<file path="src/rtl/core/sfq_ram.sv">
`timescale 1ns / 1ps
module sfq_ram #(
	parameter int W = 8,
	parameter int AW = 4
) (
	input  logic          clk,
	input  logic          we,
	input  logic [AW-1:0] wr_addr,
	input  logic [W-1:0]  wr_data,
	input  logic [AW-1:0] rd_addr,
	output logic [W-1:0]  rd_data
);
	logic [W-1:0] mem [2**AW];

	always_ff @(posedge clk) begin
		if (we) begin
			mem[wr_addr] <= wr_data;
		end
		rd_data <= mem[rd_addr];
	end
endmodule

</file>
<file path="config.mk">
export PLATFORM = sky130hd
export DESIGN_NAME = sfq_ram
export DESIGN_NICKNAME = d
export VERILOG_FILES = /design/src/rtl/core/sfq_ram.sv
export SDC_FILE = /design/constraint.sdc
export NUM_CORES = 1
export LEC_CHECK = 0
export BUFFER_PORTS_ARGS = -buffer_cell sky130_fd_sc_hd__buf_4
export CAP_MARGIN = 20
export CORE_ASPECT_RATIO = 0.6
export CORE_MARGIN = 1.5
export CORE_UTILIZATION = 55
export DETAILED_ROUTE_END_ITERATION = 10
export PLACE_DENSITY = 0.72
export REMOVE_ABC_BUFFERS = 1
export SKIP_LAST_GASP = 1
export SYNTH_ARGS = -nofsm -noshare
export SYNTH_HDL_FRONTEND = slang
export SYNTH_SLANG_ARGS = --single-unit
</file>
<file path="constraint.sdc">
create_clock -name clk -period 2.24 [get_ports clk]
set_clock_uncertainty 0.05 [all_clocks]
set_input_delay 0.224 -clock clk [delete_from_list [all_inputs] [get_ports clk]]
set_output_delay 0.224 -clock clk [all_outputs]
set_load 0.03 [all_outputs]
</file>
==> flow_metrics.py <==
metrics = {
    "status": {
        "outcome": "finished clean",
    },
    "pwr": {
        "clockPowerShare_pct": 48.2,
        "combPwrFrac_pct": 5.0,
        "p_int_mw": 4.93,
        "vdd_drop_max_mv": 0.615,
        "p_per_area_nw_per_um2": 994,
        "p_seq_share_pct": 46.8,
        "p_sw_share_pct": 19.6,
        "p_sw_mw": 1.20,
        "p_leak_nw": 2.12,
    },
    "detailed_routing": {
        "vias_per_cell": 5.99,
        "drt-total-wl_mm": 10.0,
        "drt_iter0_drc": 347,
        "drtPass1Iterations": 6,
        "vias": 2450,
        "wl_per_cell_um": 24.5,
        "drtAntennaViolNets": 0,
        "drc": 0,
    },
    "sta": {
        "slew_viol_final": 0,
        "tightest_slew_ns": 0.785,
        "slew_headroom_pct": 47.5,
        "hold_viol_final": 0,
        "rsz0062_at_grt": "false",
        "final.setup.worst_slack_ns": 0.861,
        "fin_setup_tns_ns": 0,
        "finalSetupViolCount": 0,
        "fin_crit_sh_pct": 61.6,
        "fmax_ghz": 0.725,
        "period_needed_ns": 1.38,
    },
    "floorplanning": {
        "die_width_um": 128,
        "initial_core_util_pct": 56.4,
        "num_rows": 27,
        "die-area_um2": 9970,
        "ios": 26,
        "design.core.area_um2": 9120,
        "die_height_um": 77.9,
    },
    "grt": {
        "overflow": 0,
        "antenna_found_initial": 0,
        "grt_use_total_pct": 22.3,
        "grt_max_degree": 33,
        "grt_pass1_vias": 2492,
        "grt_pass1_wl_mm": 15.0,
        "grt_use_met1_pct": 34.2,
        "met2_usage_pct": 30.6,
        "met3_usage_pct": 6.41,
        "top_usage_layer": "met1",
    },
    "cts": {
        "clk-insertion-delay-late_ns": 0.41,
        "cts-resized-gates": 0,
        "numCtsBuffers": 17,
        "clockBufferDepth": 2,
        "clock-sinks": 136,
        "cts_tree": "yes",
        "clkTransAtPathRegs_ns": 0.06,
        "cts_hold_buf": 0,
        "post_cts_buffers": 0,
        "h-tree-depth": 4,
        "cts-root-buf": "clkbuf_16",
    },
    "synthesis": {
        "muxShareOfSynthArea_pct": 15.0,
        "postSynthCellCount": 229,
        "synth-xor-area-share_pct": 0,
        "synth_area_leaders": "edfxtp_1 75%, mux4_2 7.9%, mux4_1 7.1%",
        "ys_types": 19,
        "ys_ff_latch": 136,
        "synth_most_common_cell": "edfxtp_1",
        "synthSimpleGateAreaFrac_pct": 3.18,
        "synthAdderAreaFrac_pct": 0,
        "synth_area_per_cell_um2": 22.5,
        "yosysWarnings": 0,
        "synthTopCellsByCount": "128 x edfxtp_1, 18 x mux4_2, 16 x a22oi_1",
        "synthFlopType": "edfxtp_1",
        "synth_edf_count": 128,
        "synth_top_family_by_area": "multiplexers",
        "synth_top_area_share_pct": 74.7,
        "synth.yosys.seq_area_share_pct": 77.8,
        "netlist_area_um2": 5150,
        "synth_compound_area_share_pct": 2.33,
        "synth_top_cell_by_area": "edfxtp_1",
        "synth-async-reset-ratio_pct": 0,
    },
    "critical_path": {
        "cp_slowest_stage_delay_ns": 0.51,
        "cpMaxStageDelayCell": "mux4_1",
        "crit_arrival_ns": 1.62,
        "crit_chain": "mux4_1 -> a22oi_1 -> nand2_1",
        "worstSetupPathType": "register to register",
        "cp-end-kind": "register",
        "crit_required_ns": 2.48,
        "worst_setup_path_start_kind": "register",
        "critPathMaxFanout": 1,
    },
    "finish": {
        "fill_cells": 565,
        "nNetsFinal": 298,
        "diodes": 0,
        "syn_to_final_growth_pct": 19.8,
        "layout-drive-gt1-share_pct": 31.4,
    },
    "min_path": {
        "worstHoldPathType": "input port to register",
    },
    "placed_design": {
        "hpwl_mm": 6.26,
        "port_buffers": 25,
        "gp_congestion": 0.846,
        "pre_cts_ws_ns": 0.541,
    },
    "flow_run": {
        "drv_cap": 0,
    },
}
==> per-layer routing <==
| metal | vias to the layer above | share of wire (%) |
|---|---|---|
| met5 | - | 0 |
| met4 | 0 | 1.5 |
| met3 | 15 | 11 |
| met2 | 117 | 44 |
| met1 | 1243 | 43 |
| li1 | 1075 | - |
==> kinds of logic after synthesis <==
| logic type | count (synthesis) |
|---|---|
| AOI/OAI and AO/OA | 16 |
| muxes | 32 |
| and+or+nand+nor | 35 |
| DFF | 136 |
| buffers and inverters | 10 |
==> worst max-delay path, delay by kind of cell (launching register included) <==
family             cells  cell delay, ns
AOI/OAI and AO/OA      1            0.24
DFF                    1            0.40
muxes                  1            0.51
and+or+nand+nor        1            0.07
==> state kept, by name, indices dropped and copies added (netlist names) <==
name,cells
rd_data,8
mem,128
==> final timing paths <==
path	start	endpoint	slack, ns	cells past startpoint
worst min-delay path	wr_data[2]	mem[5][2]	0.06	1
worst max register to register	mem[10][5]	rd_data[5]	0.86	3
worst max-delay path	mem[10][5]	rd_data[5]	0.86	3
worst min register to register	mem[15][0]	rd_data[0]	0.63	3
==> cells in the final DEF (no fill, tap or decap), drive strengths merged <==
| cell type | count |
|---|---|
| a22oi | 16 |
| and2 | 1 |
| and2b | 1 |
| buf | 42 |
| bufinv | 5 |
| clkbuf | 17 |
| clkinv | 8 |
| clkinvlp | 2 |
| dfxtp | 8 |
| edfxtp | 128 |
| mux4 | 32 |
| nand2 | 9 |
| nand2b | 2 |
| nand3 | 1 |
| nand3b | 2 |
| nor2 | 13 |
| nor2b | 1 |
| nor3 | 4 |
| or3b | 1 |
==> through the flow <==
| step | hold slack, ns | utilization [%] | area (um2) | std cells | total power, mW |
|---|---|---|---|---|---|
| floorplan | 0.273 | - | 5060 | 219 | 3.06 |
| global placement | 0.482 | 60.7 | 5530 | 377 | 3.22 |
| detailed placement | 0.495 | 60.7 | 5530 | 377 | 3.23 |
| CTS | 0.0559 | 67.6 | 6170 | 409 | 6.18 |
| global route | 0.0670 | 67.6 | 6170 | 409 | 6.31 |
| finish | 0.0613 | 67.6 | 6170 | 409 | 6.13 |
==> final cells by class <==
class                   instances  area, um2  area share [%]
flip-flops and latches        136       4000            64.9
multi-input cells              83       1060            17.1
clock buffers                  17        425            6.90
repair buffers                 42        328            5.32
clock inverters                15        208            3.37
well taps                     116        145            2.35
==> power groups by stage <==
stage	combinational, mW	sequential, mW	clock (mW)
2_1_floorplan	0.114	2.94	0
3_3_place_gp	0.300	2.92	0
3_5_place_dp	0.307	2.92	0
4_1_cts	0.308	2.87	3.00
5_1_grt	0.330	2.87	3.10
6_report	0.306	2.87	2.96
No activity file was read; power rests on OpenSTA's default activity.
